<file path="src/rtl/svec_pkg.sv">
`default_nettype none

package svec_pkg;

   // fixed field widths
   localparam int RADIUS_BITS   = 37;
   localparam int MODE_BITS     = 2;
   localparam int KIND_BITS     = 2;
   localparam int CSR_ADDR_BITS = 3;

   // defaults for the top level parameters
   localparam int DEF_COORD_BITS = 17;
   localparam int DEF_COLOR_BITS = 32;

   // register indexes
   localparam logic [CSR_ADDR_BITS-1:0] CSR_CENTER_X    = 3'd0;
   localparam logic [CSR_ADDR_BITS-1:0] CSR_CENTER_Y    = 3'd1;
   localparam logic [CSR_ADDR_BITS-1:0] CSR_CENTER_Z    = 3'd2;
   localparam logic [CSR_ADDR_BITS-1:0] CSR_RADIUS_SQ   = 3'd3;
   localparam logic [CSR_ADDR_BITS-1:0] CSR_EDIT_MODE   = 3'd4;
   localparam logic [CSR_ADDR_BITS-1:0] CSR_BRUSH_COLOR = 3'd5;

   // edit modes, code 3 acts as fill
   localparam logic [MODE_BITS-1:0] MODE_FILL  = 2'd0;
   localparam logic [MODE_BITS-1:0] MODE_DIG   = 2'd1;
   localparam logic [MODE_BITS-1:0] MODE_PAINT = 2'd2;

   // node classification
   localparam logic [KIND_BITS-1:0] KIND_NONE    = 2'd0;
   localparam logic [KIND_BITS-1:0] KIND_PROCEED = 2'd1;
   localparam logic [KIND_BITS-1:0] KIND_FILL    = 2'd2;
   localparam logic [KIND_BITS-1:0] KIND_CLEAR   = 2'd3;

   // item selector
   localparam logic ACTION_NODE  = 1'b0;
   localparam logic ACTION_VOXEL = 1'b1;

   // per-transaction flags carried down the pipeline
   typedef struct packed {
      logic action;
      logic has_node;
      logic present;
      logic cur_empty;
      logic with_color;
   } flags_type;

endpackage

`default_nettype wire

</file>
<file path="src/rtl/svec_axis_sq.sv">
`default_nettype none

// squared distances of both box bounds to the center along one axis
module svec_axis_sq #(
   parameter int COORD_BITS = svec_pkg::DEF_COORD_BITS
) (
   input  wire logic [COORD_BITS:0]       lo,
   input  wire logic [COORD_BITS:0]       hi,
   input  wire logic [COORD_BITS-1:0]     center,
   output logic      [2*COORD_BITS+1:0]   lo_sq,
   output logic      [2*COORD_BITS+1:0]   hi_sq,
   output logic                           lo_above,
   output logic                           hi_below
);
   localparam int POS_BITS = COORD_BITS + 1;
   localparam int SQ_BITS  = 2 * POS_BITS;

   logic [POS_BITS-1:0] c_ext;
   logic [POS_BITS-1:0] lo_d;
   logic [POS_BITS-1:0] hi_d;

   assign c_ext    = {1'b0, center};
   assign lo_above = lo > c_ext;
   assign hi_below = hi < c_ext;
   assign lo_d     = (lo >= c_ext) ? (lo - c_ext) : (c_ext - lo);
   assign hi_d     = (hi >= c_ext) ? (hi - c_ext) : (c_ext - hi);
   assign lo_sq    = SQ_BITS'(lo_d) * SQ_BITS'(lo_d);
   assign hi_sq    = SQ_BITS'(hi_d) * SQ_BITS'(hi_d);

endmodule

`default_nettype wire

</file>
<file path="config.mk">
export PLATFORM = sky130hd
export DESIGN_NAME = svec_axis_sq
export DESIGN_NICKNAME = d
export VERILOG_FILES = /design/src/rtl/svec_pkg.sv /design/src/rtl/svec_axis_sq.sv
export SDC_FILE = /design/constraint.sdc
export NUM_CORES = 1
export LEC_CHECK = 0
export BUFFER_PORTS_ARGS = -buffer_cell sky130_fd_sc_hd__buf_4
export CORE_MARGIN = 4
export CORE_UTILIZATION = 50
export DETAILED_ROUTE_END_ITERATION = 8
export PLACE_DENSITY = 0.7
export SETUP_SLACK_MARGIN = 0.15
export SYNTH_ARGS = -nofsm -noshare
export SYNTH_HDL_FRONTEND = slang
export SYNTH_SLANG_ARGS = --single-unit
</file>
<file path="constraint.sdc">
create_clock -name vclk -period 25.8
set_clock_uncertainty 0.05 [all_clocks]
set_input_delay 1.29 -clock vclk [all_inputs]
set_output_delay 1.29 -clock vclk [all_outputs]
set_load 0.01 [all_outputs]
</file>
# Word-level counts from Yosys, hierarchy flattened

Cells that the tools add are included.

Register bits: 0
Input port bits: 53
Output and inout port bits: 74
Word-level logic and storage cells: 12

Add/sub/neg operators: 4
Multipliers: 2
$lt $le $gt $ge: 4
Mux-type cells: 2

Operators by type and width:

| cell                                  | number |
|---|---|
| multiplier 18 x 18 -> 36 bit          | 2 |
| >= comparator 18 x 17 -> 1 bit        | 2 |
| 2-to-1 mux 18 bit                     | 2 |
| subtractor 17 x 18 -> 18 bit          | 2 |
| subtractor 18 x 17 -> 18 bit          | 2 |
| > comparator 18 x 17 -> 1 bit         | 1 |
| less-than comparator 18 x 17 -> 1 bit | 1 |

# Longest topological paths before layout

Depth after elaboration: 3
Mapped depth: 39
Depth with buffers taken out: 37

# Worst setup path after synthesis

No wires, ideal clock.

Kind: input port to output port
Start point: in hi[0]
End point: out hi_sq[35]
Data arrival time: 10.044 ns
Required time: 24.460 ns
Path slack: 14.416 ns
Stages on the path: 38
Buffers on the path: 3
Cell sequence: inv_1 -> ha_1 -> inv_1 -> fa_1 -> a21o_1 -> a221oi_2 -> o221ai_2 -> and3_4 -> or3_1 -> buf_4 -> buf_6 -> mux2i_1 -> xnor2_1 -> inv_1 -> buf_2 -> nor2_1 -> inv_1 -> fa_1 -> [... 2 more ...] -> inv_1 -> fa_1 -> fa_1 -> inv_1 -> fa_1 -> inv_1 -> fa_1 -> inv_1 -> ha_1 -> nand3_1 -> nor2_1 -> o21ai_0 -> a21oi_1 -> a2111oi_0 -> or3_1 -> o311ai_0 -> o21ai_0 -> xnor3_1

Word-level cells in the longest chain between the ends: 3
Elaborated cells on any way between the ends: 5
Classes of those cells: add/sub: 2; mul: 1; order compare: 1; mux: 1

Ends and longest elaborated chain:

| element                                                    | line               | RTL |
|---|---|---|
| from (decl)                                                | svec_axis_sq.sv:8  | `input wire logic [COORD_BITS:0] hi,` |
| subtractor 17 x 18 -> 18 bit, or another cell as far along | svec_axis_sq.sv:26 | `assign hi_d = (hi >= c_ext) ? (hi - c_ext) : (c_ext - hi);` |
| 2-to-1 mux 18 bit *                                        | svec_axis_sq.sv:26 |  |
| multiplier 18 x 18 -> 36 bit *                             | svec_axis_sq.sv:28 | `assign hi_sq = SQ_BITS'(hi_d) * SQ_BITS'(hi_d);` |
| to (decl)                                                  | svec_axis_sq.sv:11 | `output logic [2*COORD_BITS+1:0] hi_sq,` |

Mark *: on every way between the ends. The rest lies on a longest branch, timed or not.

# Worst setup path after layout

Ends and elaborated chain as after synthesis.

==> impl_metrics.csv <==
group,metric,value,unit
logic_synthesis,ys_seq_area_share,0,%
floorplan,initial_core_util,50.8,%
worst_setup_path,crit_top_cell,"fa_1",
routing,drt-met1-wl,23100,um
routing,drc,1,
logic_synthesis,synthSimpleGateAreaFrac,11.2,%
cells_and_area,fillers,3912,
sta,fmax,0.0728,GHz
floorplan,coreArea,42100,um^2
routing,wl_met3,3660,um
routing,postRouteAntennaNets,0,
sta,fin_tns_setup,0,ps
sta,hold_viol_final,0,
hold_path,min_from,"hi[17]",
cts,cts_resized,0,
run,cap_violations,0,
worst_setup_path,cp.arrival,12400,ps
cells_and_area,regArea,0,um^2
global_routing,grt-ovfl-total,0,
global_routing,grt_pass1_vias,18000,
placement,gp_congestion,0.950,
placement,numPortBuffers,125,
cts,cts_hold_buf,0,
cells_and_area,final_nets,3402,
worst_setup_path,critPathRequiredTime,24460,ps
logic_synthesis,synth-compound-area-share,10.9,%
logic_synthesis,synth_adder_area_share,57.8,%
logic_synthesis,synth.distinct_cells,85,
routing,dr_wl_met2,24800,um
floorplan,io_pins,127,
worst_setup_path,worst-path-buf-inv,9,
global_routing,grt_max_degree,24,
worst_setup_path,cp_top_family,"adder cells",
run_status,violations,"design-rule violations",
hold_path,min_path_cells,3,
logic_synthesis,netlist_instances,2538,
logic_synthesis,syn-mean-instance-area,8.44,um^2
sta,setup_viol,0,
routing,top_layer,"met4",
sta,finalCriticalPeriod,13740,ps
routing,drt-vias-per-instance,5.34,
run_status,status,"complete, but fails checks",
sta,rsz0062_at_grt,"no",
hold_path,hp-class,"input port to output port",
global_routing,grt_usage,23.1,%
floorplan,die_y,215,um
logic_synthesis,synthMuxAreaShare,1.44,%
cells_and_area,clock_buffers,0,
worst_setup_path,max_stage_delay,800,ps
logic_synthesis,yosys_warnings,0,
placement,post-dp-hpwl,46600,um
global_routing,grt_pass1_wl,88900,um
worst_setup_path,worst_setup_path_end_kind,"output port",
floorplan,die_area,46200,um^2
worst_setup_path,cpMaxStageDelayCell,"xnor2_1",
routing,first_pass_iters,9,
routing,finalWirelength,52500,um
sta,worst_slew_pin_slew,1010,ps
sta,slew_headroom,32.2,%
hold_path,hold_end,"hi_below",
worst_setup_path,crit_type,"input port to output port",
routing,avgRoutedWirePerCell,16.6,um
logic_synthesis,synthesis.area,21400,um^2
worst_setup_path,worst-path-max-fanout,17,
routing,num_vias,16900,
logic_synthesis,synth_top_family_by_area,"adder cells",
logic_synthesis,synth_xor_area_share,4.52,%
routing,drt_iter0_drc,1007,
sta,fin_crit_sh,53.2,%
worst_setup_path,cp-start-kind,"input port",
cells_and_area,design.seq.count,0,
cells_and_area,post_route_cells_drive_above_1_share,7.70,%
sta,slew_viol_final,0,
floorplan,rows,75,
global_routing,grt_antenna_before_repair,1,
cts,post_cts_buffers,0,
cells_and_area,area_delta_synth_final,6.73,%
floorplan,die_w,215,um
==> cells in the final DEF, fill, tap and decap left out, types with 9 or more instances in the layout <==
| cell type | instances |
|---|---|
| a21o_1 | 66 |
| mux2i_1 | 21 |
| nand3_1 | 17 |
| a31oi_1 | 15 |
| a21oi_1 | 103 |
| a211oi_1 | 11 |
| o21ai_0 | 52 |
| inv_2 | 11 |
| and3_1 | 14 |
| o211ai_1 | 15 |
| nor2_1 | 203 |
| xnor2_1 | 65 |
| ha_1 | 286 |
| and2_1 | 16 |
| nand2_1 | 232 |
| nor2b_1 | 15 |
| buf_4 | 149 |
| fa_1 | 439 |
| nand2b_1 | 14 |
| xor2_1 | 27 |
| o21bai_1 | 9 |
| inv_1 | 691 |
| nand4_1 | 10 |
| nor3_1 | 15 |
| o21a_1 | 16 |
==> layout make-up <==
cell class	count	area [um^2]	share of cell area [%]
diodes	1	2.50	0.0109
inverters	708	2660	11.6
multi-input cells	1765	18400	80.5
well taps	539	674	2.95
repair buffers	149	1120	4.89
==> synth_stat cells, types with 3 or more instances <==
cell type	count	area [um^2]
a2111oi_0	3	26.3
a211o_1	6	52.6
a211oi_1	11	82.6
a21boi_0	3	22.5
a21o_1	66	495
a21oi_1	103	515
a31o_2	4	35.0
a31oi_1	15	93.8
and2_1	16	100
and3_1	14	87.6
buf_2	27	135
buf_4	6	45.0
buf_6	8	90.1
clkbuf_1	24	90.1
clkinv_1	6	22.5
fa_1	439	8790
ha_1	286	3580
inv_1	691	2590
inv_2	11	41.3
mux2_2	5	56.3
mux2i_1	21	210
nand2_1	232	871
nand2b_1	14	87.6
nand3_1	17	85.1
nand4_1	10	62.6
nor2_1	203	762
nor2b_1	15	93.8
nor3_1	15	75.1
o2111ai_1	3	26.3
o211ai_1	15	113
o21a_1	16	120
o21ai_0	52	260
o21bai_1	9	67.6
o221ai_1	3	26.3
o31ai_1	5	37.5
or2_2	4	25.0
or3_1	6	37.5
xnor2_1	66	578
xnor2_2	5	81.3
xor2_1	27	236
xor2_2	3	48.8
==> cell families (layout without fill, tap and decap cells) <==
kind of cell | count (synthesis) | after routing
AO/OA/AOI/OAI | 347 | 347
XOR/XNOR | 102 | 102
adder cells (fa/ha/maj) | 725 | 725
buffers and inverters | 774 | 857
multiplexers | 29 | 29
other | 1 | 3
AND/OR/NAND/NOR | 560 | 560
==> worst min-delay path, cell delays in order <==
cell and delay (ps):
buf_4 100, nor4_1 80, buf_4 150
==> worst max path at each step <==
| stage | to | start | cells after the start | slack [ps] |
|---|---|---|---|---|
| after floorplan | hi_sq[35] | hi[0] | 38 | 14420 |
| after global placement | hi_sq[35] | hi[0] | 36 | 12560 |
| after detailed placement | hi_sq[35] | hi[0] | 36 | 12170 |
| after CTS | hi_sq[35] | hi[0] | 36 | 12130 |
| after global routing | hi_sq[35] | hi[0] | 36 | 11520 |
| final | hi_sq[35] | hi[0] | 36 | 12060 |
==> metal layers <==
| metal | vias up | track usage, % |
|---|---|---|
| met3 | 62 | 2.97 |
| met1 | 8395 | 33.0 |
| met5 | - | 0 |
| li1 | 7884 | - |
| met4 | 0 | 3.57 |
| met2 | 537 | 38.7 |
==> stage by stage <==
step                utilization [%]  hold WS (ps)  instances  cell area [um^2]  setup slack, ps
finish                         54.2          2860       3162             22900            12060
global route                   54.2          2860       3162             22900            11520
CTS                            54.2          2860       3161             22900            12130
detailed placement             54.2          2860       3161             22900            12170
global placement               54.2          2860       3161             22900            12560
floorplan                         -          2580       2539             21400            14420
Power is left out: the tool's default activity adds up to more than one toggle a clock period on the data nets, which glitch-free logic cannot reach.
