`config.mk`:
```
export PLATFORM = sky130hd
export DESIGN_NAME = svec_decide
export DESIGN_NICKNAME = d
export VERILOG_FILES = /design/src/rtl/svec_pkg.sv /design/src/rtl/svec_decide.sv
export SDC_FILE = /design/constraint.sdc
export NUM_CORES = 1
export LEC_CHECK = 0
export BUFFER_PORTS_ARGS = -buffer_cell sky130_fd_sc_hd__buf_2
export CAP_MARGIN = 30
export CORE_AREA = 2 2 102 104
export DETAILED_ROUTE_END_ITERATION = 10
export DIE_AREA = 0 0 104 106
export PLACE_DENSITY = 0.71
export SYNTH_ARGS = -nofsm -noshare
export SYNTH_HDL_FRONTEND = slang
export SYNTH_SLANG_ARGS = --single-unit
```
`constraint.sdc`:
```
create_clock -name vclk -period 4.05
set_clock_uncertainty 0.2 [all_clocks]
set_input_delay 0.6075 -clock vclk [all_inputs]
set_output_delay 0.6075 -clock vclk [all_outputs]
set_load 0.02 [all_outputs]
```
`src/rtl/svec_pkg.sv`:
```
`default_nettype none

package svec_pkg;

   // fixed field widths
   localparam int RADIUS_BITS   = 37;
   localparam int MODE_BITS     = 2;
   localparam int KIND_BITS     = 2;
   localparam int CSR_ADDR_BITS = 3;

   // defaults for the top level parameters
   localparam int DEF_COORD_BITS = 17;
   localparam int DEF_COLOR_BITS = 32;

   // register indexes
   localparam logic [CSR_ADDR_BITS-1:0] CSR_CENTER_X    = 3'd0;
   localparam logic [CSR_ADDR_BITS-1:0] CSR_CENTER_Y    = 3'd1;
   localparam logic [CSR_ADDR_BITS-1:0] CSR_CENTER_Z    = 3'd2;
   localparam logic [CSR_ADDR_BITS-1:0] CSR_RADIUS_SQ   = 3'd3;
   localparam logic [CSR_ADDR_BITS-1:0] CSR_EDIT_MODE   = 3'd4;
   localparam logic [CSR_ADDR_BITS-1:0] CSR_BRUSH_COLOR = 3'd5;

   // edit modes, code 3 acts as fill
   localparam logic [MODE_BITS-1:0] MODE_FILL  = 2'd0;
   localparam logic [MODE_BITS-1:0] MODE_DIG   = 2'd1;
   localparam logic [MODE_BITS-1:0] MODE_PAINT = 2'd2;

   // node classification
   localparam logic [KIND_BITS-1:0] KIND_NONE    = 2'd0;
   localparam logic [KIND_BITS-1:0] KIND_PROCEED = 2'd1;
   localparam logic [KIND_BITS-1:0] KIND_FILL    = 2'd2;
   localparam logic [KIND_BITS-1:0] KIND_CLEAR   = 2'd3;

   // item selector
   localparam logic ACTION_NODE  = 1'b0;
   localparam logic ACTION_VOXEL = 1'b1;

   // per-transaction flags carried down the pipeline
   typedef struct packed {
      logic action;
      logic has_node;
      logic present;
      logic cur_empty;
      logic with_color;
   } flags_type;

endpackage

`default_nettype wire

```
`src/rtl/svec_decide.sv`:
```
`default_nettype none

// radius compares and the per-mode edit decision
module svec_decide #(
   parameter int COORD_BITS = svec_pkg::DEF_COORD_BITS,
   parameter int COLOR_BITS = svec_pkg::DEF_COLOR_BITS
) (
   input  wire logic [2*COORD_BITS+4:0]             far_sum,
   input  wire logic [2*COORD_BITS+4:0]             near_sum,
   input  wire logic [2*COORD_BITS+4:0]             pt_sum,
   input  wire logic [svec_pkg::RADIUS_BITS-1:0]    radius_sq,
   input  wire logic [svec_pkg::MODE_BITS-1:0]      edit_mode,
   input  wire logic [COLOR_BITS-1:0]               brush_color,
   input  wire svec_pkg::flags_type                 flags,
   input  wire logic [COLOR_BITS-1:0]               cur_color,
   output logic      [svec_pkg::KIND_BITS-1:0]      edit_kind,
   output logic                                     voxel_out,
   output logic      [COLOR_BITS-1:0]               color_out,
   output logic                                     color_empty
);
   import svec_pkg::*;

   localparam int SUM_BITS = 2 * COORD_BITS + 5;
   localparam int CMP_BITS = (SUM_BITS > RADIUS_BITS) ? SUM_BITS : RADIUS_BITS;

   logic                 dig;
   logic                 paint;
   logic                 colored;
   logic                 far_in;
   logic                 near_out;
   logic                 pt_in;
   logic [KIND_BITS-1:0] base_kind;

   assign dig      = edit_mode == MODE_DIG;
   assign paint    = edit_mode == MODE_PAINT;
   assign colored  = flags.with_color && !dig;
   assign far_in   = CMP_BITS'(far_sum) <= CMP_BITS'(radius_sq);
   assign near_out = CMP_BITS'(near_sum) > CMP_BITS'(radius_sq);
   assign pt_in    = CMP_BITS'(pt_sum) <= CMP_BITS'(radius_sq);

   always_comb begin
      priority if (far_in) begin
         base_kind = dig ? KIND_CLEAR : KIND_FILL;
      end else if (near_out) begin
         base_kind = KIND_NONE;
      end else begin
         base_kind = KIND_PROCEED;
      end
   end

   always_comb begin
      edit_kind   = KIND_NONE;
      voxel_out   = 1'b0;
      color_out   = '0;
      color_empty = 1'b0;
      if (flags.action == ACTION_NODE) begin
         edit_kind = base_kind;
         if (colored) begin
            priority if (base_kind == KIND_FILL) begin
               color_out = brush_color;
               if (paint) begin
                  edit_kind = KIND_NONE;
               end
            end else if (!flags.has_node ||
                         (!flags.cur_empty && cur_color == brush_color)) begin
               color_out = brush_color;
            end else begin
               color_empty = 1'b1;
            end
            if (paint && !flags.has_node) begin
               edit_kind = KIND_NONE;
            end
         end
      end else begin
         if (colored) begin
            if (pt_in || !flags.present) begin
               color_out = brush_color;
            end else begin
               color_out   = cur_color;
               color_empty = flags.cur_empty;
            end
            voxel_out = paint ? flags.present : (flags.present || pt_in);
         end else if (paint) begin
            voxel_out = flags.present;
         end else if (dig) begin
            voxel_out = flags.present && !pt_in;
         end else begin
            voxel_out = flags.present || pt_in;
         end
      end
   end

endmodule

`default_nettype wire
```
Yosys cells after proc, flatten, opt, wreduce, memory -nomap -nowiden
Cells that the tools add are included.
{ "word_totals": {"ff_bits": 0, "in_bits": 225, "out_inout_bits": 36, "word_cells": 44} }
{ "classes": {"n_lt_le_gt_ge": 3, "n_eq_ne": 4, "mux": 25, "n_reduce_logical": 12} }
{ "ops": {"columns": ["cell", "n"], "rows": [
  ["$mux W32", 6],
  ["$le A39 B37 Y1", 2],
  ["$gt A39 B37 Y1", 1],
  ["$eq A32 B32 Y1", 1],
  ["$mux W1", 13],
  ["$mux W2", 6],
  ["$logic_not A1 Y1", 5],
  ["$eq A2 B2 Y1 const B", 2],
  ["$logic_and A1 B1 Y1", 4],
  ["$logic_or A1 B1 Y1", 3],
  ["$eq A2 B1 Y1 const B", 1]
]} }

Longest topological paths before layout
Gate-level depths: netlist of run 1.
{ "depth": {"word_depth": 8, "depth_mapped": 11} }

Worst setup path after synthesis of run 1
No wires, ideal clock.
{ "synth_path": {"kind": "input to output", "start": "input radius_sq[36] in the netlist's numbering", "end": "output edit_kind[0] in the netlist's numbering", "t_arrival_ns": 3.535, "slack_ns": -0.293, "cell_stages": 10, "path_buffers": 0, "cell_sequence": "inv_1 ha_1 nand2_1 or4_1 nand3b_1 or4_1 o31ai_4 nor2_1 o21a_1 a2111oi_0"} }
{ "synth_via": {"elab_chain_cells": 8, "elab_cells_between_ends": 10, "classes_between": "order compare (2); eq/ne (1); mux (7)"} }
{ "synth_lines": {"columns": ["item", "line", "source"], "rows": [
  ["start: declaration", "svec_decide.sv:11", "input wire logic [svec_pkg::RADIUS_BITS-1:0] radius_sq,"],
  ["$gt A39 B37 Y1", "svec_decide.sv:38", "assign near_out = CMP_BITS'(near_sum) > CMP_BITS'(radius_sq);"],
  ["$mux W1", "svec_decide.sv:44", "end else if (near_out) begin"],
  ["$mux W2 (*)", "svec_decide.sv:42", "priority if (far_in) begin"],
  ["$eq A2 B2 Y1 / $mux W2 (equally long branches)", "svec_decide.sv:59, svec_decide.sv:61", null],
  ["$mux W2", "svec_decide.sv:59", "priority if (base_kind == KIND_FILL) begin"],
  ["$mux W2", "svec_decide.sv:70", "if (paint && !flags.has_node) begin"],
  ["$mux W2 (*)", "svec_decide.sv:58", "if (colored) begin"],
  ["$mux W2 (*)", "svec_decide.sv:56", "if (flags.action == ACTION_NODE) begin"],
  ["end: declaration", "svec_decide.sv:16", "output logic [svec_pkg::KIND_BITS-1:0] edit_kind,"]
]} }
Mark *: on every way between the ends. The rest lies on a longest branch, timed or not.

Final worst setup path of run 1
{ "layout_path": {"start": "input cur_color[8]", "end": "output color_out[1]"} }
{ "layout_via": {"elab_chain_cells": 7} }
{ "layout_lines": {"columns": ["item", "line", "source"], "rows": [
  ["start: declaration", "svec_decide.sv:15", "input wire logic [COLOR_BITS-1:0] cur_color,"],
  ["$eq A32 B32 Y1", "svec_decide.sv:65", "(!flags.cur_empty && cur_color == brush_color)) begin"],
  ["$logic_and A1 B1 Y1", "svec_decide.sv:65", null],
  ["$logic_or A1 B1 Y1", "svec_decide.sv:64", "end else if (!flags.has_node ||"],
  ["$mux W32", "svec_decide.sv:64", null],
  ["$mux W32", "svec_decide.sv:59", null],
  ["$mux W32", "svec_decide.sv:58", null],
  ["$mux W32", "svec_decide.sv:56", null],
  ["end: declaration", "svec_decide.sv:18", "output logic [COLOR_BITS-1:0] color_out,"]
]} }
No other way between the ends.

==> impl_metrics.sql, run 1 <==
INSERT INTO impl_metrics (metric_group, metric, value, unit) VALUES
('timing', 'hold_violations', '0', ''),
('timing', 'slew_viol_final', '0', ''),
('routing', 'routed_wire_length_per_instance', '17.4', 'um'),
('worst_setup_path', 'critPathRequiredTime', '3.24', 'ns'),
('routing', 'detail_route.vias_per_cell', '5.39', ''),
('run_status', 'outcome', 'complete, but fails checks', ''),
('power', 'share_comb_of_total_power', '1.000', ''),
('logic_synthesis', 'post_synth_inst_count', '430', ''),
('routing', 'dr.first_iter.drc_count', '261', ''),
('power', 'cellInternalPower', '0.334', 'mW'),
('power', 'power-per-cell-area', '110', 'nW/um2'),
('job', 'cap_violations', '0', ''),
('place', 'dp_cells', '844', ''),
('worst_setup_path', 'worstSetupStartpointType', 'input pin', ''),
('timing', 'finalSetupViolCount', '32', ''),
('worst_setup_path', 'critical_path_capture_point_type', 'output port', ''),
('power', 'cellLeakagePower', '3.14', 'nW'),
('logic_synthesis', 'synth.avg_cell_area', '7.94', 'um2'),
('logic_synthesis', 'synth-warning-count', '0', ''),
('timing', 'timing.max_slew.rel_slack', '0.637', ''),
('worst_setup_path', 'timing_worst_setup_path_type', 'in2out', ''),
('power', 'p_clk_frac', '0', ''),
('place', 'dp_hpwl', '12.0', 'mm'),
('grt', 'busiest_layer', 'met2', ''),
('cells_and_area', 'area_added_between_synthesis_and_finish', '73.8', '%'),
('worst_hold_path', 'min_path_type', 'in2out', ''),
('run_status', 'failed_checks', 'setup timing', ''),
('logic_synthesis', 'ys_top_cells_by_count', '111 x ha_1, 43 x inv_1, 38 x a21oi_1', ''),
('routing', 'drtAntennaViolNets', '0', ''),
('grt', 'met2_use_gr', '0.454', ''),
('logic_synthesis', 'netlist_top_cells_area', 'ha_1 41%, a22o_1 8.2%, a21oi_1 5.6%, inv_1 4.7%, xor2_1 4.4%', ''),
('logic_synthesis', 'synth_top_area_cell', 'ha_1', ''),
('grt', 'grt_use_total', '0.243', ''),
('timing', 'rsz0062_at_grt', 'yes', ''),
('grt', 'grt_remaining_overflow', '0', ''),
('floorplan', 'initial_utilization', '0.341', ''),
('timing', 'maxClockFrequency', '242', 'MHz'),
('place', 'port_buffers', '261', ''),
('grt', 'grt_use_met1', '0.291', ''),
('timing', 'min_period', '4.13', 'ns'),
('routing', 'total_drc_errors_in_the_routed_layout', '0', ''),
('timing', 'fin_setup_tns', '-0.812', 'ns'),
('grt', 'pin_count_of_the_biggest_net_entering_global_routing', '34', ''),
('floorplan', 'fp-row-count', '37', ''),
('routing', 'wirelength', '15.1', 'mm'),
('power', 'netSwitchingFraction', '0.489', ''),
('clock_network', 'cts_hold_repair.buffers', '0', ''),
('floorplan', 'die_height', '106', 'um'),
('logic_synthesis', 'ys_seq_area_frac', '0', ''),
('floorplan', 'overall_die_width', '104', 'um'),
('cells_and_area', 'finalInstanceArea', '5930', 'um2'),
('place', 'placement.cell_area', '5030', 'um2'),
('cells_and_area', 'drive_gt1_frac', '0.488', ''),
('cells_and_area', 'clkbuf_count', '0', ''),
('cells_and_area', 'insertedDiodeCount', '0', ''),
('grt', 'initial_antenna_violation_count', '1', ''),
('routing', 'first_pass_iteration_count_of_the_detailed_router', '6', ''),
('routing', 'vias', '4669', ''),
('floorplan', 'die_footprint', '11000', 'um2'),
('cells_and_area', 'nFillCells', '899', ''),
('floorplan', 'core_region_area', '10000', 'um2'),
('grt', 'groute.layer.met3.usage', '0.0392', ''),
('cells_and_area', 'instances_no_fill', '866', ''),
('cells_and_area', 'design.seq.count', '0', ''),
('logic_synthesis', 'synth_top_cell_area_share', '0.407', ''),
('logic_synthesis', 'post_synth_num_cell_types', '43', ''),
('power', 'power_frac_seq', '0', ''),
('worst_setup_path', 'worst-path-max-fanout', '8', ''),
('timing', 'final.period_utilization', '1.02', ''),
('floorplan', 'ioPinCount', '261', ''),
('power', 'power.switching', '0.320', 'mW'),
('place', 'gpl.final_weighted_congestion', '0.864', ''),
('grt', 'grt_pass1_wl', '22.4', 'mm'),
('logic_synthesis', 'syn_nets', '766', ''),
('logic_synthesis', 'syn-cell-area', '3410', 'um2'),
('power', 'vdd_ir_drop_max', '0.0698', 'mV'),
('cells_and_area', 'finalNetCount', '1068', ''),
('grt', 'grt_pass1_vias', '4845', ''),
('cells_and_area', 'area.sequential', '0', 'um2'),
('logic_synthesis', 'synth.most_common_cell', 'ha_1', ''),
('timing', 'max_slew.worst_pin.slew', '0.538', 'ns'),
('timing', 'final.setup.worst_slack', '-0.0751', 'ns'),
('worst_setup_path', 'critical_path_arrival', '3.32', 'ns');
## worst paths after layout
kind,endpoint,depth (start not counted),startpoint
hold / removal,color_out[26],3,cur_color[26]
setup / recovery,color_out[1],12,cur_color[8]
## critical path, cell delays in order
cell	delay, ns
buf_2	0.12
xor2_1	0.15
nor4_1	0.42
nand4_1	0.19
or4_4	0.56
nor4_4	0.34
nor4b_4	0.10
a211oi_4	0.21
buf_6	0.17
buf_12	0.12
a22o_1	0.19
buf_6	0.14
## repair_timing
action	CTS	global route
gates resized for setup	60	96
endpoints found under the hold margin	0	0
endpoints found under the setup margin	34	35
buffers inserted	12	6
pin swaps	8	39
gates cloned	2	3
## through the flow
stage | worst slack (ns) | hold WS, ns | total power, mW | utilization
3_3_place_gp | -0.102 | 1.36 | 0.508 | 0.503
2_1_floorplan | 0.198 | 1.06 | 0.290 | -
6_report | -0.0751 | 1.36 | 0.655 | 0.593
5_1_grt | -0.116 | 1.37 | 0.720 | 0.593
4_1_cts | -0.00834 | 1.37 | 0.584 | 0.545
3_5_place_dp | -0.247 | 1.37 | 0.527 | 0.503
## cell usage in the layout, fill, tap and decap left out, types with 6 or more instances in the layout
| cell | synthesis | routed |
|---|---|---|
| inv_4 | 0 | 7 |
| buf_8 | 0 | 6 |
| xor2_1 | 17 | 17 |
| nand4_1 | 23 | 23 |
| ha_1 | 111 | 94 |
| buf_6 | 6 | 46 |
| ha_4 | 0 | 17 |
| a21oi_1 | 38 | 37 |
| buf_4 | 0 | 38 |
| nor2_1 | 13 | 13 |
| xnor2_1 | 15 | 15 |
| buf_2 | 0 | 212 |
| inv_1 | 43 | 32 |
| a21o_1 | 12 | 12 |
| a22o_1 | 32 | 32 |
| nand2_1 | 32 | 31 |
| nand3_1 | 11 | 10 |
| o21ai_0 | 13 | 13 |
## power groups by stage
stage / combinational, mW / sequential (mW) / clock [mW]
2_1_floorplan: 0.290 / 0 / 0
3_3_place_gp: 0.508 / 0 / 0
3_5_place_dp: 0.527 / 0 / 0
4_1_cts: 0.584 / 0 / 0
5_1_grt: 0.720 / 0 / 0
6_report: 0.655 / 0 / 0
## cell type report
type	count	area [um2]	area share
Inverter	43	194	0.0327
Tap cell	136	170	0.0287
Multi-Input combinational cell	381	3520	0.594
Timing Repair Buffer	306	2050	0.345
## logic make-up after synthesis
logic type      count (synthesis)  share of synthesized area
compound gates                122                      0.253
simple gates                  116                      0.191
fa+ha+maj                     111                      0.407
buf+inv                        49                     0.0671
xor+xnor                       32                     0.0821
## per-layer routing
| layer | wire length, um | share of wire | up-vias |
|---|---|---|---|
| met5 | 14 | 0.00093 | - |
| met3 | 1040 | 0.069 | 50 |
| met4 | 493 | 0.033 | 2 |
| met2 | 7450 | 0.49 | 213 |
| li1 | - | - | 2250 |
| met1 | 6060 | 0.40 | 2154 |
Power figures use the tool's default switching activity.
==> run 2, diff against run 1 <==
- ABC_AREA: unset -> 1
- CORE_AREA: 2 2 102 104 -> unset
- CORE_MARGIN: unset -> 1
- CORE_UTILIZATION: unset -> 48
- DIE_AREA: 0 0 104 106 -> unset
- PLACE_DENSITY: 0.71 -> 0.86
- RECOVER_POWER: unset -> 100
==> impl_metrics.sql, run 2 <==
INSERT INTO impl_metrics (metric_group, metric, value, unit) VALUES
('clock_network', 'cts_hold_repair.buffers', '0', ''),
('logic_synthesis', 'post_synth_num_cell_types', '33', ''),
('routing', 'routed_wire_length_per_instance', '12.6', 'um'),
('clock_network', 'post_cts_buffers', '0', ''),
('floorplan', 'die_height', '101', 'um'),
('worst_setup_path', 'critPathRequiredTime', '3.24', 'ns'),
('timing', 'final.period_utilization', '0.912', ''),
('cells_and_area', 'area.sequential', '0', 'um2'),
('logic_synthesis', 'synth-warning-count', '0', ''),
('logic_synthesis', 'synth_top_area_cell', 'ha_1', ''),
('routing', 'total_drc_errors_in_the_routed_layout', '0', ''),
('place', 'dp_hpwl', '13.3', 'mm'),
('run_status', 'outcome', 'complete, no violations', ''),
('timing', 'maxClockFrequency', '271', 'MHz'),
('cells_and_area', 'nFillCells', '956', ''),
('routing', 'drtAntennaViolNets', '0', ''),
('floorplan', 'ioPinCount', '261', ''),
('worst_setup_path', 'worst-path-max-fanout', '32', ''),
('cells_and_area', 'instances_no_fill', '1226', ''),
('timing', 'timing.max_slew.rel_slack', '0.586', ''),
('timing', 'max_slew.worst_pin.slew', '0.619', 'ns'),
('power', 'vdd_ir_drop_max', '0.0543', 'mV'),
('logic_synthesis', 'ys_top_cells_by_count', '236 x nand2_1, 149 x inv_1, 111 x ha_1', ''),
('worst_hold_path', 'min_path_type', 'in2out', ''),
('timing', 'finalSetupViolCount', '0', ''),
('cells_and_area', 'clkbuf_count', '0', ''),
('timing', 'hold_violations', '0', ''),
('worst_setup_path', 'critical_path_arrival', '2.89', 'ns'),
('cells_and_area', 'insertedDiodeCount', '0', ''),
('cells_and_area', 'area_added_between_synthesis_and_finish', '28.8', '%'),
('cells_and_area', 'design.seq.count', '0', ''),
('worst_setup_path', 'timing_worst_setup_path_type', 'in2out', ''),
('cells_and_area', 'finalNetCount', '1435', ''),
('worst_setup_path', 'critical_path_capture_point_type', 'output port', ''),
('job', 'cap_violations', '0', ''),
('routing', 'wirelength', '15.4', 'mm'),
('place', 'gpl.final_weighted_congestion', '0.876', ''),
('floorplan', 'overall_die_width', '101', 'um'),
('timing', 'rsz0062_at_grt', 'no', ''),
('floorplan', 'initial_utilization', '0.504', ''),
('grt', 'grt_pass1_vias', '5847', ''),
('timing', 'slew_viol_final', '0', ''),
('worst_hold_path', 'worst_hold_path.num_cells', '4', ''),
('cells_and_area', 'multi_input_gate_area', '4010', 'um2'),
('worst_setup_path', 'worstSetupStartpointType', 'input pin', ''),
('grt', 'grt_remaining_overflow', '0', ''),
('logic_synthesis', 'synth.avg_cell_area', '5.52', 'um2'),
('logic_synthesis', 'post_synth_inst_count', '855', ''),
('floorplan', 'die_footprint', '10200', 'um2'),
('routing', 'first_pass_iteration_count_of_the_detailed_router', '4', ''),
('grt', 'initial_antenna_violation_count', '0', ''),
('place', 'dp_cells', '1226', ''),
('grt', 'pin_count_of_the_biggest_net_entering_global_routing', '34', ''),
('timing', 'fin_setup_tns', '0', 'ns'),
('cells_and_area', 'drive_gt1_frac', '0.254', ''),
('logic_synthesis', 'synth_top_cell_area_share', '0.294', ''),
('timing', 'min_period', '3.69', 'ns'),
('cells_and_area', 'layout_common_cells', '236 x nand2_1, 229 x buf_2, 149 x inv_1', ''),
('clock_network', 'postCtsResizedCells', '0', ''),
('floorplan', 'core_region_area', '9370', 'um2'),
('power', 'power-per-cell-area', '102', 'nW/um2'),
('grt', 'grt_pass1_wl', '24.9', 'mm'),
('place', 'port_buffers', '261', ''),
('cells_and_area', 'layout_commonest_cell', 'nand2_1', ''),
('logic_synthesis', 'syn-cell-area', '4720', 'um2'),
('logic_synthesis', 'synth.most_common_cell', 'nand2_1', ''),
('grt', 'grt_use_total', '0.291', ''),
('floorplan', 'fp-row-count', '35', ''),
('routing', 'dr.first_iter.drc_count', '218', ''),
('logic_synthesis', 'syn_nets', '1191', ''),
('logic_synthesis', 'ys_seq_area_frac', '0', ''),
('routing', 'detail_route.vias_per_cell', '5.13', ''),
('power', 'cellLeakagePower', '3.90', 'nW'),
('logic_synthesis', 'netlist_top_cells_area', 'ha_1 29%, nand2_1 19%, inv_1 12%, nand3_1 8.3%, nand4_1 7.2%', ''),
('routing', 'vias', '6288', '');
## run 2: changes by cell type after synthesis, sizes merged, moves of 10 or more
cell / delta
a22o: -32
nand3: +69
nand4: +31
nand2: +209
xor2: -13
inv: +106
nor2: +80
a21oi: +12
clkbuf: +14
xnor2: -10
## run 2: critical path, cell delays in order
cell and delay [ns]:
buf_2 0.08, inv_1 0.07, ha_1 0.30, nand2_1 0.06, nor2_2 0.18, nand2_1 0.09, nor2_1 0.18, nand3_1 0.09
nor2_1 0.12, nor2_1 0.05, nand2_1 0.06, nand2_2 0.07, nand2_2 0.08, nand2_2 0.36, nand3_1 0.19, nand2_1 0.10
clkbuf_2 0.16
## run 2: power breakdown
part / internal (mW) / switching [mW] / total, mW
Clock: 0 / 0 / 0
Sequential: 0 / 0 / 0
Combinational: 0.258 / 0.361 / 0.619
## run 2: logic make-up after synthesis
| family | count (synthesis) | synth area share |
|---|---|---|
| AOI/OAI and AO/OA | 80 | 0.0903 |
| xor gates and xnor gates | 9 | 0.0167 |
| adders and majority gates | 111 | 0.294 |
| buffers and inverters | 175 | 0.151 |
| and+or+nand+nor | 480 | 0.448 |
## run 2: through the flow
stage / worst slack, ns / hold WS [ns] / area, um2 / utilization / power, mW
after floorplan: 0.970 / 1.16 / 4720 / - / 0.390
final: 0.357 / 1.41 / 6080 / 0.649 / 0.619
after detailed placement: 0.346 / 1.41 / 6090 / 0.650 / 0.613
after global routing: 0.0350 / 1.43 / 6080 / 0.649 / 0.704
after CTS: 0.334 / 1.41 / 6090 / 0.650 / 0.617
after global placement: 0.356 / 1.41 / 6090 / 0.650 / 0.603
## run 2: worst paths after layout
path | to | start
setup / recovery | color_out[7] | radius_sq[36]
hold / removal | voxel_out | flags[4]
## run 2: layout make-up
cell class                 count  share of cell area
inverter                     150              0.0925
multi-input combinational    680               0.659
tap                          129              0.0265
timing repair buffer         267               0.221
## run 2: per-layer routing
layer | up-vias | GRT usage | routed length, um
met5 | - | 0 | 0
met4 | 0 | 0.0914 | 495
met1 | 2711 | 0.366 | 6800
met3 | 42 | 0.0304 | 1000
li1 | 3294 | - | -
met2 | 241 | 0.520 | 7150
==> run 3, diff against run 2 <==
- CORE_AREA: unset -> 2 2 103 105
- CORE_MARGIN: 1 -> unset
- CORE_UTILIZATION: 48 -> unset
- DIE_AREA: unset -> 0 0 105 107
- PLACE_DENSITY: 0.86 -> 0.84
- RECOVER_POWER: 100 -> unset
- clock period: 4.05 -> 4.7 ns (I/O delays scaled with it)
==> impl_metrics.sql, run 3 (synthesized netlist as in run 2, its figures left out) <==
INSERT INTO impl_metrics (metric_group, metric, value, unit) VALUES
('worst_hold_path', 'whs_endpoint', 'voxel_out', ''),
('cells_and_area', 'drive_gt1_frac', '0.254', ''),
('timing', 'max_slew.worst_pin.slew', '0.748', 'ns'),
('clock_network', 'post_cts_buffers', '0', ''),
('routing', 'total_drc_errors_in_the_routed_layout', '0', ''),
('floorplan', 'fp-row-count', '37', ''),
('routing', 'detail_route.vias_per_cell', '5.08', ''),
('grt', 'busiest_layer', 'met2', ''),
('timing', 'hold_violations', '0', ''),
('clock_network', 'postCtsResizedCells', '0', ''),
('grt', 'pin_count_of_the_biggest_net_entering_global_routing', '36', ''),
('routing', 'first_pass_iteration_count_of_the_detailed_router', '4', ''),
('worst_setup_path', 'critPathRequiredTime', '3.80', 'ns'),
('worst_setup_path', 'critical-path-top-delay-family', 'simple AND/OR/NAND/NOR gates', ''),
('worst_hold_path', 'min_path_type', 'in2out', ''),
('place', 'dp_hpwl', '13.5', 'mm'),
('grt', 'grt_remaining_overflow', '0', ''),
('clock_network', 'cts_hold_repair.buffers', '0', ''),
('floorplan', 'die_footprint', '11200', 'um2'),
('routing', 'dr.first_iter.drc_count', '332', ''),
('timing', 'min_period', '4.03', 'ns'),
('floorplan', 'initial_utilization', '0.468', ''),
('routing', 'vias', '6266', ''),
('cells_and_area', 'clkbuf_count', '0', ''),
('worst_setup_path', 'critical_path_buf_inv_count', '3', ''),
('cells_and_area', 'layout_commonest_cell', 'buf_2', ''),
('worst_setup_path', 'crit_path_top_delay_cell', 'nand3_4', ''),
('cells_and_area', 'design.seq.count', '0', ''),
('cells_and_area', 'finalNetCount', '1433', ''),
('power', 'netSwitchingFraction', '0.583', ''),
('place', 'port_buffers', '261', ''),
('power', 'power.switching', '0.311', 'mW'),
('power', 'share_comb_of_total_power', '1.000', ''),
('timing', 'slew_viol_final', '0', ''),
('routing', 'drtAntennaViolNets', '0', ''),
('worst_hold_path', 'worst_hold_path.num_cells', '4', ''),
('grt', 'grt_use_met1', '0.332', ''),
('timing', 'finalSetupViolCount', '0', ''),
('power', 'power-per-cell-area', '87.5', 'nW/um2'),
('worst_setup_path', 'timing_worst_setup_path_type', 'in2out', ''),
('power', 'power_frac_seq', '0', ''),
('grt', 'initial_antenna_violation_count', '2', ''),
('timing', 'timing.max_slew.rel_slack', '0.501', ''),
('timing', 'rsz0062_at_grt', 'no', ''),
('timing', 'fin_setup_tns', '0', 'ns'),
('floorplan', 'ioPinCount', '261', ''),
('worst_setup_path', 'cp_cell_sequence', 'buf_2 > inv_1 > ha_1 > nand2_1 > nor2_1 > nand2_1 > nor2_4 > nand2_1 > nor2_1 > nor2_1 > nand2_4 > nand3_4 > a31oi_1 > buf_2', ''),
('power', 'vdd_ir_drop_max', '0.0473', 'mV'),
('worst_setup_path', 'worstSetupStartpointType', 'input pin', ''),
('job', 'cap_violations', '0', ''),
('place', 'gpl.final_weighted_congestion', '0.918', ''),
('grt', 'grt_pass1_wl', '25.8', 'mm'),
('power', 'cellInternalPower', '0.222', 'mW'),
('worst_setup_path', 'critical_path_arrival', '3.13', 'ns'),
('floorplan', 'die_height', '107', 'um'),
('cells_and_area', 'area.sequential', '0', 'um2'),
('power', 'totalPowerFinal', '0.533', 'mW'),
('floorplan', 'overall_die_width', '105', 'um'),
('run_status', 'outcome', 'complete, no violations', ''),
('timing', 'maxClockFrequency', '248', 'MHz'),
('worst_setup_path', 'worst-path-max-fanout', '35', ''),
('power', 'p_clk_frac', '0', ''),
('cells_and_area', 'layout_common_cells', '261 x buf_2, 236 x nand2_1, 149 x inv_1', ''),
('power', 'cellLeakagePower', '3.92', 'nW'),
('floorplan', 'core_region_area', '10100', 'um2'),
('grt', 'met2_use_gr', '0.477', ''),
('worst_setup_path', 'critical_path.max_stage_delay', '0.42', 'ns'),
('routing', 'routed_wire_length_per_instance', '12.8', 'um'),
('grt', 'grt_use_total', '0.268', ''),
('cells_and_area', 'area_added_between_synthesis_and_finish', '28.9', '%'),
('timing', 'final.period_utilization', '0.857', ''),
('grt', 'grt_pass1_vias', '5988', ''),
('grt', 'groute.layer.met3.usage', '0.0328', ''),
('routing', 'wirelength', '15.8', 'mm'),
('worst_hold_path', 'min_delay_startpoint', 'flags[4]', ''),
('worst_setup_path', 'critical_path_capture_point_type', 'output port', '');
## run 3: changes by cell type in the layout (fill, tap and decap cells not counted)
cell      delta
clkbuf_1     -1
buf_4        -1
buf_2       +32
diode_2      +2
clkbuf_2    -32
## run 3: per-stage QoR
stage | std cells | util | cell area (um2) | hold WS, ns | worst slack, ns
floorplan | 855 | - | 4720 | 1.36 | 1.43
global placement | 1231 | 0.603 | 6080 | 1.61 | 0.728
detailed placement | 1231 | 0.603 | 6080 | 1.62 | 0.700
CTS | 1231 | 0.603 | 6080 | 1.62 | 0.694
global route | 1233 | 0.603 | 6090 | 1.67 | 0.305
finish | 1233 | 0.603 | 6090 | 1.62 | 0.670
## run 3: cell type report
class,instances,area [um2]
multi-input cells,680,4010
diodes,2,5.00
well taps,136,170
fillers,1045,4010
inverters,150,563
repair buffers,265,1340
## run 3: power by group through the flow
stage	clock network [mW]	logic, mW	registers (mW)
after CTS	0	0.531	0
final	0.0000000569	0.533	0
after global routing	0.0000000569	0.606	0
after floorplan	0	0.336	0
after detailed placement	0	0.527	0
after global placement	0	0.520	0
## run 3: routing by layer
| metal | vias up | routed length, um |
|---|---|---|
| met5 | - | 0 |
| met4 | 0 | 637 |
| met3 | 54 | 1150 |
| met2 | 261 | 7290 |
| met1 | 2659 | 6690 |
| li1 | 3292 | - |
## run 3: how the worst max path moves through the flow
stage          depth (start not counted)  slack, ns       endpoint           from
3_5_place_dp                          14       0.70      voxel_out  radius_sq[36]
6_report                              14       0.67      voxel_out  radius_sq[36]
3_3_place_gp                          16       0.73  color_out[12]  radius_sq[36]
4_1_cts                               14       0.69      voxel_out  radius_sq[36]
5_1_grt                               16       0.31   color_out[9]  radius_sq[22]
2_1_floorplan                         13       1.43      voxel_out  radius_sq[30]
